File: src/hdl/pmhf_pkg.sv
// Shared constants and codes for the peak meter with hold and falloff.
`default_nettype none

package pmhf_pkg;

  // Width of every result field
  localparam int unsigned OutW = 24;
  localparam logic [OutW-1:0] OutMax = {OutW{1'b1}};

  // Fader gain is unsigned Q2.14, decay is unsigned Q0.16
  localparam int unsigned GainW    = 16;
  localparam int unsigned GainFrac = 14;
  localparam int unsigned DecayW   = 16;
  localparam int unsigned HoldW    = 10;

  // Configuration port
  localparam int unsigned CfgIdxW  = 2;
  localparam int unsigned CfgDataW = 16;

  typedef enum logic [CfgIdxW-1:0] {
    CfgFaderGain    = 2'd0,
    CfgHoldFrames   = 2'd1,
    CfgDecayPerFrame = 2'd2
  } cfg_idx_e;

  typedef enum logic {
    ModeSample = 1'b0,
    ModeClear  = 1'b1
  } mode_e;

  localparam logic [GainW-1:0]  FaderGainRst = 16'd16384;
  localparam logic [HoldW-1:0]  HoldFramesRst = 10'd24;
  localparam logic [DecayW-1:0] DecayRst = 16'd63217;

endpackage

`default_nettype wire

File: src/hdl/pmhf_if.sv
// Request channels of the peak meter: sample requests, results, configuration writes.
`default_nettype none

interface pmhf_smp_if #(
  parameter int unsigned SAMPLE_BITS = 24
);
  logic                          valid;
  logic                          ready;
  logic                          mode;
  logic signed [SAMPLE_BITS-1:0] left_sample;
  logic signed [SAMPLE_BITS-1:0] right_sample;
  logic                          last_of_frame;

  modport source (output valid, mode, left_sample, right_sample, last_of_frame,
                  input ready);
  modport sink   (input valid, mode, left_sample, right_sample, last_of_frame,
                  output ready);
endinterface

interface pmhf_res_if;
  logic                         valid;
  logic                         ready;
  logic [pmhf_pkg::OutW-1:0]    level_left;
  logic [pmhf_pkg::OutW-1:0]    level_right;
  logic [pmhf_pkg::OutW-1:0]    held_left;
  logic [pmhf_pkg::OutW-1:0]    held_right;
  logic [pmhf_pkg::OutW-1:0]    all_time_peak;

  modport source (output valid, level_left, level_right, held_left, held_right,
                  all_time_peak, input ready);
  modport sink   (input valid, level_left, level_right, held_left, held_right,
                  all_time_peak, output ready);
endinterface

interface pmhf_cfg_if;
  logic                            valid;
  logic                            ready;
  logic [pmhf_pkg::CfgIdxW-1:0]    index;
  logic [pmhf_pkg::CfgDataW-1:0]   data;

  modport source (output valid, index, data, input ready);
  modport sink   (input valid, index, data, output ready);
endinterface

`default_nettype wire

File: src/hdl/peak_meter_hold_falloff_unit.sv
// Stereo peak meter with frame gain, peak hold, falloff and all-time peak.
`default_nettype none

// Takes one sample request per clock and gives one result per frame end. From the input
// register a frame-end request passes the frame peak stage, the gain multiply stage and
// the hold/falloff stage into the result register. The rate of one request per cycle is
// set by the frame peak register, which is read and written once per request, and by
// the held-peak state, which takes one frame end per cycle together with the falloff
// multiply. A clear request travels the same stages so it takes effect in order and
// gives no result. Stages move on independently, so requests that do not end a frame
// keep entering while a result waits in the output register; the input stalls only
// when a frame-end or clear request in the input register finds the stages behind it
// full. Configuration is always ready and must be written while the meter is idle.
module peak_meter_hold_falloff_unit #(
  parameter int unsigned SAMPLE_BITS = 24,
  parameter int unsigned AGE_BITS    = 10
) (
  input  wire              clk_i,
  input  wire              rst_ni,
  pmhf_smp_if.sink         smp_i,
  pmhf_res_if.source       res_o,
  pmhf_cfg_if.sink         cfg_i
);

  localparam int unsigned OutW  = pmhf_pkg::OutW;
  localparam int unsigned PkW   = SAMPLE_BITS - 1;
  localparam int unsigned ProdW = PkW + pmhf_pkg::GainW;
  localparam int unsigned SumW  = ProdW + 1;
  localparam int unsigned ScW   = SumW - pmhf_pkg::GainFrac;
  localparam int unsigned ExtW  = (ScW > OutW) ? ScW : OutW + 1;
  localparam int unsigned AgeCmpW = (AGE_BITS > pmhf_pkg::HoldW) ? AGE_BITS
                                                                  : pmhf_pkg::HoldW;
  localparam int unsigned DecProdW = OutW + pmhf_pkg::DecayW;
  localparam logic [PkW-1:0] MagMax = {PkW{1'b1}};
  localparam logic [SumW-1:0] RoundHalf = SumW'(1) << (pmhf_pkg::GainFrac - 1);

  // ---------------------------------------------------------------------------
  // Configuration registers
  // ---------------------------------------------------------------------------
  logic [pmhf_pkg::GainW-1:0]  gain_q;
  logic [pmhf_pkg::HoldW-1:0]  hold_q;
  logic [pmhf_pkg::DecayW-1:0] decay_q;

  assign cfg_i.ready = 1'b1;

  always_ff @(posedge clk_i or negedge rst_ni) begin
    if (!rst_ni) begin
      gain_q  <= pmhf_pkg::FaderGainRst;
      hold_q  <= pmhf_pkg::HoldFramesRst;
      decay_q <= pmhf_pkg::DecayRst;
    end else if (cfg_i.valid) begin
      unique case (pmhf_pkg::cfg_idx_e'(cfg_i.index))
        pmhf_pkg::CfgFaderGain:     gain_q  <= cfg_i.data[pmhf_pkg::GainW-1:0];
        pmhf_pkg::CfgHoldFrames:    hold_q  <= cfg_i.data[pmhf_pkg::HoldW-1:0];
        pmhf_pkg::CfgDecayPerFrame: decay_q <= cfg_i.data[pmhf_pkg::DecayW-1:0];
        default: ;
      endcase
    end
  end

  // ---------------------------------------------------------------------------
  // Stage handshake
  // ---------------------------------------------------------------------------
  logic s0_vld_q, s1_vld_q, s2_vld_q, res_vld_q;
  logic s0_fwd, s0_fire, s1_fire, s2_fire;
  logic s0_free, s1_free, s2_free, out_free;
  logic s1_clr_q, s2_clr_q;

  assign out_free = !res_vld_q || res_o.ready;
  assign s2_fire  = s2_vld_q && (s2_clr_q || out_free);
  assign s2_free  = !s2_vld_q || s2_fire;
  assign s1_fire  = s1_vld_q && s2_free;
  assign s1_free  = !s1_vld_q || s1_fire;
  assign s0_fire  = s0_vld_q && (!s0_fwd || s1_free);
  assign s0_free  = !s0_vld_q || s0_fire;

  assign smp_i.ready = s0_free;

  // ---------------------------------------------------------------------------
  // Input register
  // ---------------------------------------------------------------------------
  logic                   s0_mode_q, s0_last_q;
  logic [SAMPLE_BITS-1:0] s0_smp_q [2];

  always_ff @(posedge clk_i or negedge rst_ni) begin
    if (!rst_ni) begin
      s0_vld_q <= 1'b0;
    end else if (s0_free) begin
      s0_vld_q <= smp_i.valid;
    end
  end

  always_ff @(posedge clk_i) begin
    if (s0_free && smp_i.valid) begin
      s0_mode_q   <= smp_i.mode;
      s0_last_q   <= smp_i.last_of_frame;
      s0_smp_q[0] <= smp_i.left_sample;
      s0_smp_q[1] <= smp_i.right_sample;
    end
  end

  // ---------------------------------------------------------------------------
  // Frame peak stage
  // ---------------------------------------------------------------------------
  logic                   s0_clr;
  logic [PkW-1:0]         frame_peak_q [2];
  logic [PkW-1:0]         peak_new [2];
  logic [SAMPLE_BITS-1:0] neg_smp [2];
  logic [PkW-1:0]         mag [2];
  logic [PkW-1:0]         s1_peak_q [2];

  assign s0_clr = (pmhf_pkg::mode_e'(s0_mode_q) == pmhf_pkg::ModeClear);
  assign s0_fwd = s0_clr || s0_last_q;

  always_comb begin
    for (int c = 0; c < 2; c++) begin
      neg_smp[c] = -s0_smp_q[c];
      if (!s0_smp_q[c][SAMPLE_BITS-1]) begin
        mag[c] = s0_smp_q[c][PkW-1:0];
      end else if (neg_smp[c][SAMPLE_BITS-1]) begin
        // most negative code has no positive twin
        mag[c] = MagMax;
      end else begin
        mag[c] = neg_smp[c][PkW-1:0];
      end
      peak_new[c] = (mag[c] > frame_peak_q[c]) ? mag[c] : frame_peak_q[c];
    end
  end

  always_ff @(posedge clk_i or negedge rst_ni) begin
    if (!rst_ni) begin
      frame_peak_q[0] <= '0;
      frame_peak_q[1] <= '0;
      s1_vld_q        <= 1'b0;
    end else begin
      if (s0_fire) begin
        for (int c = 0; c < 2; c++) begin
          frame_peak_q[c] <= s0_fwd ? '0 : peak_new[c];
        end
      end
      if (s1_free) begin
        s1_vld_q <= s0_fire && s0_fwd;
      end
    end
  end

  always_ff @(posedge clk_i) begin
    if (s1_free && s0_fire && s0_fwd) begin
      s1_clr_q     <= s0_clr;
      s1_peak_q[0] <= peak_new[0];
      s1_peak_q[1] <= peak_new[1];
    end
  end

  // ---------------------------------------------------------------------------
  // Gain stage: round half up, saturate to the result width
  // ---------------------------------------------------------------------------
  logic [ProdW-1:0] gain_prod [2];
  logic [SumW-1:0]  gain_sum [2];
  logic [ExtW-1:0]  gain_ext [2];
  logic [OutW-1:0]  level [2];
  logic [OutW-1:0]  s2_lvl_q [2];

  always_comb begin
    for (int c = 0; c < 2; c++) begin
      gain_prod[c] = ProdW'(s1_peak_q[c]) * ProdW'(gain_q);
      gain_sum[c]  = SumW'(gain_prod[c]) + RoundHalf;
      gain_ext[c]  = ExtW'(gain_sum[c][SumW-1:pmhf_pkg::GainFrac]);
      level[c]     = (gain_ext[c] > ExtW'(pmhf_pkg::OutMax)) ? pmhf_pkg::OutMax
                                                              : gain_ext[c][OutW-1:0];
    end
  end

  always_ff @(posedge clk_i or negedge rst_ni) begin
    if (!rst_ni) begin
      s2_vld_q <= 1'b0;
    end else if (s2_free) begin
      s2_vld_q <= s1_fire;
    end
  end

  always_ff @(posedge clk_i) begin
    if (s2_free && s1_fire) begin
      s2_clr_q    <= s1_clr_q;
      s2_lvl_q[0] <= level[0];
      s2_lvl_q[1] <= level[1];
    end
  end

  // ---------------------------------------------------------------------------
  // Hold and falloff stage
  // ---------------------------------------------------------------------------
  logic [OutW-1:0]     held_q [2];
  logic [OutW-1:0]     fall_q [2];
  logic [AGE_BITS-1:0] age_q [2];
  logic [OutW-1:0]     run_max_q;

  logic                holding [2];
  logic                replace [2];
  logic [OutW-1:0]     shown [2];
  logic [OutW-1:0]     disp [2];
  logic [DecProdW-1:0] dec_prod [2];
  logic [OutW-1:0]     fall_d [2];
  logic [AGE_BITS-1:0] age_d [2];
  logic [OutW-1:0]     run_mid, run_max_d;

  always_comb begin
    for (int c = 0; c < 2; c++) begin
      holding[c]  = AgeCmpW'(age_q[c]) < AgeCmpW'(hold_q);
      shown[c]    = holding[c] ? held_q[c] : fall_q[c];
      replace[c]  = s2_lvl_q[c] > shown[c];
      disp[c]     = replace[c] ? s2_lvl_q[c] : shown[c];
      dec_prod[c] = DecProdW'(fall_q[c]) * DecProdW'(decay_q);
      if (replace[c]) begin
        fall_d[c] = s2_lvl_q[c];
        age_d[c]  = '0;
      end else begin
        // fall only once the hold has run out; age stops at its limit
        fall_d[c] = holding[c] ? fall_q[c] : dec_prod[c][DecProdW-1:pmhf_pkg::DecayW];
        age_d[c]  = (&age_q[c]) ? age_q[c] : age_q[c] + AGE_BITS'(1);
      end
    end
    run_mid   = (s2_lvl_q[0] > run_max_q) ? s2_lvl_q[0] : run_max_q;
    run_max_d = (s2_lvl_q[1] > run_mid) ? s2_lvl_q[1] : run_mid;
  end

  always_ff @(posedge clk_i or negedge rst_ni) begin
    if (!rst_ni) begin
      for (int c = 0; c < 2; c++) begin
        held_q[c] <= '0;
        fall_q[c] <= '0;
        age_q[c]  <= '0;
      end
      run_max_q <= '0;
    end else if (s2_fire) begin
      if (s2_clr_q) begin
        for (int c = 0; c < 2; c++) begin
          held_q[c] <= '0;
          fall_q[c] <= '0;
          age_q[c]  <= '0;
        end
        run_max_q <= '0;
      end else begin
        for (int c = 0; c < 2; c++) begin
          if (replace[c]) begin
            held_q[c] <= s2_lvl_q[c];
          end
          fall_q[c] <= fall_d[c];
          age_q[c]  <= age_d[c];
        end
        run_max_q <= run_max_d;
      end
    end
  end

  // ---------------------------------------------------------------------------
  // Result register
  // ---------------------------------------------------------------------------
  logic [OutW-1:0] res_lvl_q [2];
  logic [OutW-1:0] res_held_q [2];
  logic [OutW-1:0] res_max_q;

  always_ff @(posedge clk_i or negedge rst_ni) begin
    if (!rst_ni) begin
      res_vld_q <= 1'b0;
    end else if (s2_fire && !s2_clr_q) begin
      res_vld_q <= 1'b1;
    end else if (res_o.ready) begin
      res_vld_q <= 1'b0;
    end
  end

  always_ff @(posedge clk_i) begin
    if (s2_fire && !s2_clr_q) begin
      res_lvl_q[0]  <= s2_lvl_q[0];
      res_lvl_q[1]  <= s2_lvl_q[1];
      res_held_q[0] <= disp[0];
      res_held_q[1] <= disp[1];
      res_max_q     <= run_max_d;
    end
  end

  assign res_o.valid         = res_vld_q;
  assign res_o.level_left    = res_lvl_q[0];
  assign res_o.level_right   = res_lvl_q[1];
  assign res_o.held_left     = res_held_q[0];
  assign res_o.held_right    = res_held_q[1];
  assign res_o.all_time_peak = res_max_q;

  // ---------------------------------------------------------------------------
  // Assertions
  // ---------------------------------------------------------------------------
  a_clear_max : assert property (@(posedge clk_i) disable iff (!rst_ni)
    (s2_fire && s2_clr_q) |=> (run_max_q == '0))
    else $error("all-time peak not cleared");

  a_fall_le_held : assert property (@(posedge clk_i) disable iff (!rst_ni)
    (fall_q[0] <= held_q[0]) && (fall_q[1] <= held_q[1]))
    else $error("falling peak above held peak");

  a_level_le_max : assert property (@(posedge clk_i) disable iff (!rst_ni)
    res_vld_q |-> ((res_lvl_q[0] <= res_max_q) && (res_lvl_q[1] <= res_max_q)))
    else $error("frame level above all-time peak");

endmodule

`default_nettype wire
File: src/flat_wrapper.sv
// flat-port wrapper written by rule: the top's interface ports become plain ports
module peak_meter_hold_falloff_unit_flat 
#(
  parameter int unsigned SAMPLE_BITS = 24,
  parameter int unsigned AGE_BITS    = 10
)
  (clk_i, rst_ni, smp_i_valid, smp_i_mode, smp_i_left_sample, smp_i_right_sample, smp_i_last_of_frame, smp_i_ready, res_o_valid, res_o_level_left, res_o_level_right, res_o_held_left, res_o_held_right, res_o_all_time_peak, res_o_ready, cfg_i_valid, cfg_i_index, cfg_i_data, cfg_i_ready);
  pmhf_smp_if #(.SAMPLE_BITS(SAMPLE_BITS)) smp_i_i ();
  pmhf_res_if res_o_i ();
  pmhf_cfg_if cfg_i_i ();
  input  wire clk_i;
  input  wire rst_ni;
  input wire logic [$bits(smp_i_i.valid)-1:0] smp_i_valid;
  input wire logic [$bits(smp_i_i.mode)-1:0] smp_i_mode;
  input wire logic [$bits(smp_i_i.left_sample)-1:0] smp_i_left_sample;
  input wire logic [$bits(smp_i_i.right_sample)-1:0] smp_i_right_sample;
  input wire logic [$bits(smp_i_i.last_of_frame)-1:0] smp_i_last_of_frame;
  output wire logic [$bits(smp_i_i.ready)-1:0] smp_i_ready;
  output wire logic [$bits(res_o_i.valid)-1:0] res_o_valid;
  output wire logic [$bits(res_o_i.level_left)-1:0] res_o_level_left;
  output wire logic [$bits(res_o_i.level_right)-1:0] res_o_level_right;
  output wire logic [$bits(res_o_i.held_left)-1:0] res_o_held_left;
  output wire logic [$bits(res_o_i.held_right)-1:0] res_o_held_right;
  output wire logic [$bits(res_o_i.all_time_peak)-1:0] res_o_all_time_peak;
  input wire logic [$bits(res_o_i.ready)-1:0] res_o_ready;
  input wire logic [$bits(cfg_i_i.valid)-1:0] cfg_i_valid;
  input wire logic [$bits(cfg_i_i.index)-1:0] cfg_i_index;
  input wire logic [$bits(cfg_i_i.data)-1:0] cfg_i_data;
  output wire logic [$bits(cfg_i_i.ready)-1:0] cfg_i_ready;
  assign smp_i_i.valid = smp_i_valid;
  assign smp_i_i.mode = smp_i_mode;
  assign smp_i_i.left_sample = smp_i_left_sample;
  assign smp_i_i.right_sample = smp_i_right_sample;
  assign smp_i_i.last_of_frame = smp_i_last_of_frame;
  assign smp_i_ready = smp_i_i.ready;
  assign res_o_valid = res_o_i.valid;
  assign res_o_level_left = res_o_i.level_left;
  assign res_o_level_right = res_o_i.level_right;
  assign res_o_held_left = res_o_i.held_left;
  assign res_o_held_right = res_o_i.held_right;
  assign res_o_all_time_peak = res_o_i.all_time_peak;
  assign res_o_i.ready = res_o_ready;
  assign cfg_i_i.valid = cfg_i_valid;
  assign cfg_i_i.index = cfg_i_index;
  assign cfg_i_i.data = cfg_i_data;
  assign cfg_i_ready = cfg_i_i.ready;
  peak_meter_hold_falloff_unit #(.SAMPLE_BITS(SAMPLE_BITS), .AGE_BITS(AGE_BITS)) u_core (.clk_i(clk_i), .rst_ni(rst_ni), .smp_i(smp_i_i), .res_o(res_o_i), .cfg_i(cfg_i_i));
endmodule
File: config.mk
export PLATFORM = sky130hd
export DESIGN_NAME = peak_meter_hold_falloff_unit_flat
export DESIGN_NICKNAME = d
export VERILOG_FILES = /design/src/hdl/pmhf_pkg.sv /design/src/hdl/pmhf_if.sv /design/src/hdl/peak_meter_hold_falloff_unit.sv /design/src/flat_wrapper.sv
export SDC_FILE = /design/constraint.sdc
export NUM_CORES = 2
export LEC_CHECK = 0
export ABC_AREA = 1
export BUFFER_PORTS_ARGS = -buffer_cell sky130_fd_sc_hd__buf_2
export CORE_AREA = 2 2 451 319
export CTS_CLUSTER_DIAMETER = 150
export DETAILED_ROUTE_END_ITERATION = 10
export DIE_AREA = 0 0 453 321
export PLACE_DENSITY = 0.79
export SLEW_MARGIN = 20
export SYNTH_ARGS = -nofsm -noshare
export SYNTH_HDL_FRONTEND = slang
export SYNTH_SLANG_ARGS = --single-unit
File: constraint.sdc
create_clock -name clk_i -period 6.3 [get_ports clk_i]
set_input_delay 1.575 -clock clk_i [delete_from_list [all_inputs] [get_ports clk_i]]
set_output_delay 1.575 -clock clk_i [all_outputs]
set_load 0.02 [all_outputs]
==> flow_summary.yaml <==
synth:
  synth.distinct_cells: 65
  yosysSeqAreaShare_pct: 17.9
  synth_edf_count: 266
  async_flop_share_pct: 46.6
  yosysWarnings: 0
  ys_seq_elements: 498
  synth_xor_area_share_pct: 0.830
  syn_area_sq_mm: 0.0770
  synth_top_family_by_area: "adder cells"
  synth_top_area_share_pct: 31.1
  synth-adder-area-share_pct: 41.5
  synthSimpleGateAreaFrac_pct: 19.8
  synthTopCellsByCount: "nand2_1, inv_1, fa_1"
  synth.area.top_cells: "fa_1, nand2_1, inv_1"
  synth-compound-area-share_pct: 5.80
  synth.area.mux_share_pct: 0.0260
  synth_ff_type: "edfxtp_1"
  synth_cells: 9825
  syn-num-nets: 11734
  syn_avg_cell_area_sq_um: 7.84
  synth_largest_area_cell: "fa_1"
  synth_most_common_cell: "nand2_1"
timing:
  max_slew_margin_pct: 32.1
  period_minus_slack_ns: 6.18
  hold_slack_ns: 0.484
  maxSlewViolCount: 0
  rsz0062_at_grt: "yes"
  hold_viol_final: 0
  skew_ns: 0.0605
  finalCritPeriodShare_pct: 98.2
  setup-tns-final_ns: 0
  finalSetupViolations: 0
  max_slew.worst_pin.slew_ns: 1.02
  max_freq_ghz: 0.162
setup_path:
  crit_slowest_cell: "fa_1"
  ff2ff_setup_slack_ns: 0.12
  r2r_cells: 22
  crit-reg2reg-launch: "u_core.gain_q[1]$_DFFE_PN0P_"
  critPathLaunch: "u_core.gain_q[1]$_DFFE_PN0P_"
  slowest_delay_ns: 0.57
  crit_required_ns: 6.78
  cp_cell_sequence: "buf_12 -> clkbuf_16 -> nand2_1 -> fa_1 -> inv_1 -> fa_1 -> fa_1 -> fa_1 -> fa_1 -> inv_1 -> fa_1 -> inv_1 -> ha_1 -> buf_4 -> nand2_1 -> o21ai_0 -> a21oi_1 -> o21ai_0 -> nor2_2 -> nand3_1 -> xor2_1 -> nand2_1"
  crit_arrival_ns: 6.66
  path_class: "register to register"
  end_kind: "register"
  worstPathBufferInverterCount: 6
  cpMostUsedCell: "fa_1"
  cp.depth: 22
  cp_top_family: "adder cells"
  cp-start-kind: "register"
  critPathCapture: "u_core.s2_lvl_q[0][23]$_SDFFCE_PN1P_"
  reg2reg_to: "u_core.s2_lvl_q[0][23]$_SDFFCE_PN1P_"
  worstPathMaxFanout: 13
die:
  die_y_um: 321
  core-area_sq_mm: 0.142
  dieArea_sq_mm: 0.145
  start_util_pct: 54.4
  dieWidth_um: 453
  ios: 196
  std_cell_rows: 116
global_routing:
  grt_usage_pct: 34.3
  grt-ovfl-total: 0
  grt_first_pass_wirelength_mm: 383
  antenna_found_initial: 9
  grt_start_max_net_pins: 136
  grt_pass1_vias: 66628
clocking:
  clk_pin_slew_ns: 0.08
  clock_latency_ns: 0.74
  cts_hold_buf: 0
  htreeDepth: 2
  clockBufferDepth: 3
  cts_tree: "built"
  cts.sinks: 498
  numCtsBuffers: 58
  clock-root-buffer: "clkbuf_16"
finish:
  fin_area_sq_mm: 0.0856
  nets: 11997
  final_layout_size_suffix_gt1_share_pct: 9.67
  area_growth_pct: 11.2
  final_util_pct: 60.5
detailed_routing:
  ant_nets: 0
  drt-initial-drc-count: 8610
  wl_per_cell_um: 21.2
  drt_wl_total_mm: 255
  avgViaCountPerCell: 5.59
  first_pass_iters: 9
  vias: 67215
  post-route-drc-count: 0
worst_hold_path:
  min_path_type: "register to register"
placement:
  placed_area_sq_mm: 0.0818
  portBuffers: 194
  dp.final_hpwl_mm: 201
  gp_congestion: 1.01
job:
  maxCapViolCount: 0
outcome:
  outcome: "completed"
## layout by cell type, fill, tap and decap left out, types with 42 or more instances in the layout
| cell type | n |
|---|---|
| a21oi_1 | 258 |
| and2_1 | 67 |
| buf_12 | 48 |
| buf_2 | 195 |
| buf_4 | 360 |
| clkbuf_16 | 76 |
| dfrtp_1 | 195 |
| edfxtp_1 | 266 |
| fa_1 | 1190 |
| ha_1 | 610 |
| inv_1 | 2400 |
| nand2_1 | 2720 |
| nand3_1 | 317 |
| nand4_1 | 56 |
| nor2_1 | 393 |
| nor3_1 | 58 |
| o21a_1 | 42 |
| o21ai_0 | 265 |
## cells by family after synthesis
logic type,after synthesis
DFF,498
other,1
AOI/OAI and AO/OA,793
adders and majority gates,1836
muxes,2
and+or+nand+nor,3763
buffers and inverters,2859
xor gates and xnor gates,73
## layout make-up
class | count | area, sq um
fillers | 12190 | 55900
repair buffers | 641 | 5300
well taps | 1888 | 2360
clock buffers | 62 | 1490
clock inverters | 48 | 493
inverters | 2421 | 9090
multi-input cells | 6468 | 53000
diodes | 6 | 15.0
flip-flops and latches | 498 | 13800
## stage by stage
step / instances / worst slack, ns
2_1_floorplan: 9825 / 0.328
3_3_place_gp: 11825 / 0.0518
3_5_place_dp: 11825 / 0.0371
4_1_cts: 11939 / 0.00775
5_1_grt: 12026 / -0.0697
6_report: 12032 / 0.116
## repair_timing
action	in CTS	in global routing
gates cloned	0	21
pin swaps	0	21
gates resized for setup	0	191
endpoints found under the setup margin	8	88
setup buffers	4	66
## registers in the layout, indices dropped and copies added (netlist names)
| register | cells |
|---|---|
| u_core.s0_last_q | 1 |
| u_core.s1_vld_q | 1 |
| u_core.fall_q | 48 |
| u_core.frame_peak_q | 46 |
| u_core.hold_q | 10 |
| u_core.s0_smp_q | 48 |
| u_core.s2_clr_q | 1 |
| u_core.res_lvl_q | 48 |
| u_core.age_q | 20 |
| u_core.res_o.valid | 1 |
| u_core.s0_clr | 1 |
| u_core.decay_q | 16 |
| u_core.s0_vld_q | 1 |
| u_core.run_max_q | 24 |
| u_core.s1_peak_q | 46 |
| u_core.s1_clr_q | 1 |
| u_core.gain_q | 16 |
| u_core.s2_lvl_q | 48 |
| u_core.res_o.all_time_peak | 24 |
| u_core.s2_vld_q | 1 |
| u_core.held_q | 48 |
| u_core.res_held_q | 48 |
## worst min-delay path: stages, from the launching register on
cell	delay, ns
dfrtp_1	0.34
nand2_1	0.05
nand2_1	0.06
## worst min-delay path by stage
stage,cells after the start,end,from
6_report,2,u_core.frame_peak_q[33]$_DFFE_PN0P_,u_core.frame_peak_q[33]$_DFFE_PN0P_
5_1_grt,2,u_core.frame_peak_q[33]$_DFFE_PN0P_,u_core.frame_peak_q[33]$_DFFE_PN0P_
4_1_cts,2,u_core.frame_peak_q[22]$_DFFE_PN0P_,u_core.frame_peak_q[22]$_DFFE_PN0P_
3_5_place_dp,2,u_core.frame_peak_q[22]$_DFFE_PN0P_,u_core.frame_peak_q[22]$_DFFE_PN0P_
3_3_place_gp,2,u_core.frame_peak_q[6]$_DFFE_PN0P_,u_core.frame_peak_q[6]$_DFFE_PN0P_
2_1_floorplan,0,u_core.s2_clr_q$_DFFE_PP_,u_core.s1_clr_q$_DFFE_PP_
## layer usage
metal	GRT usage, %	share of wire (%)
met2	47.4	39
met3	12.0	15
met5	1.76	0.17
met4	11.4	4.2
met1	49.7	41
Power is not shown: default switching activity piles up to over one toggle a cycle in this logic, so the estimate is an artifact.
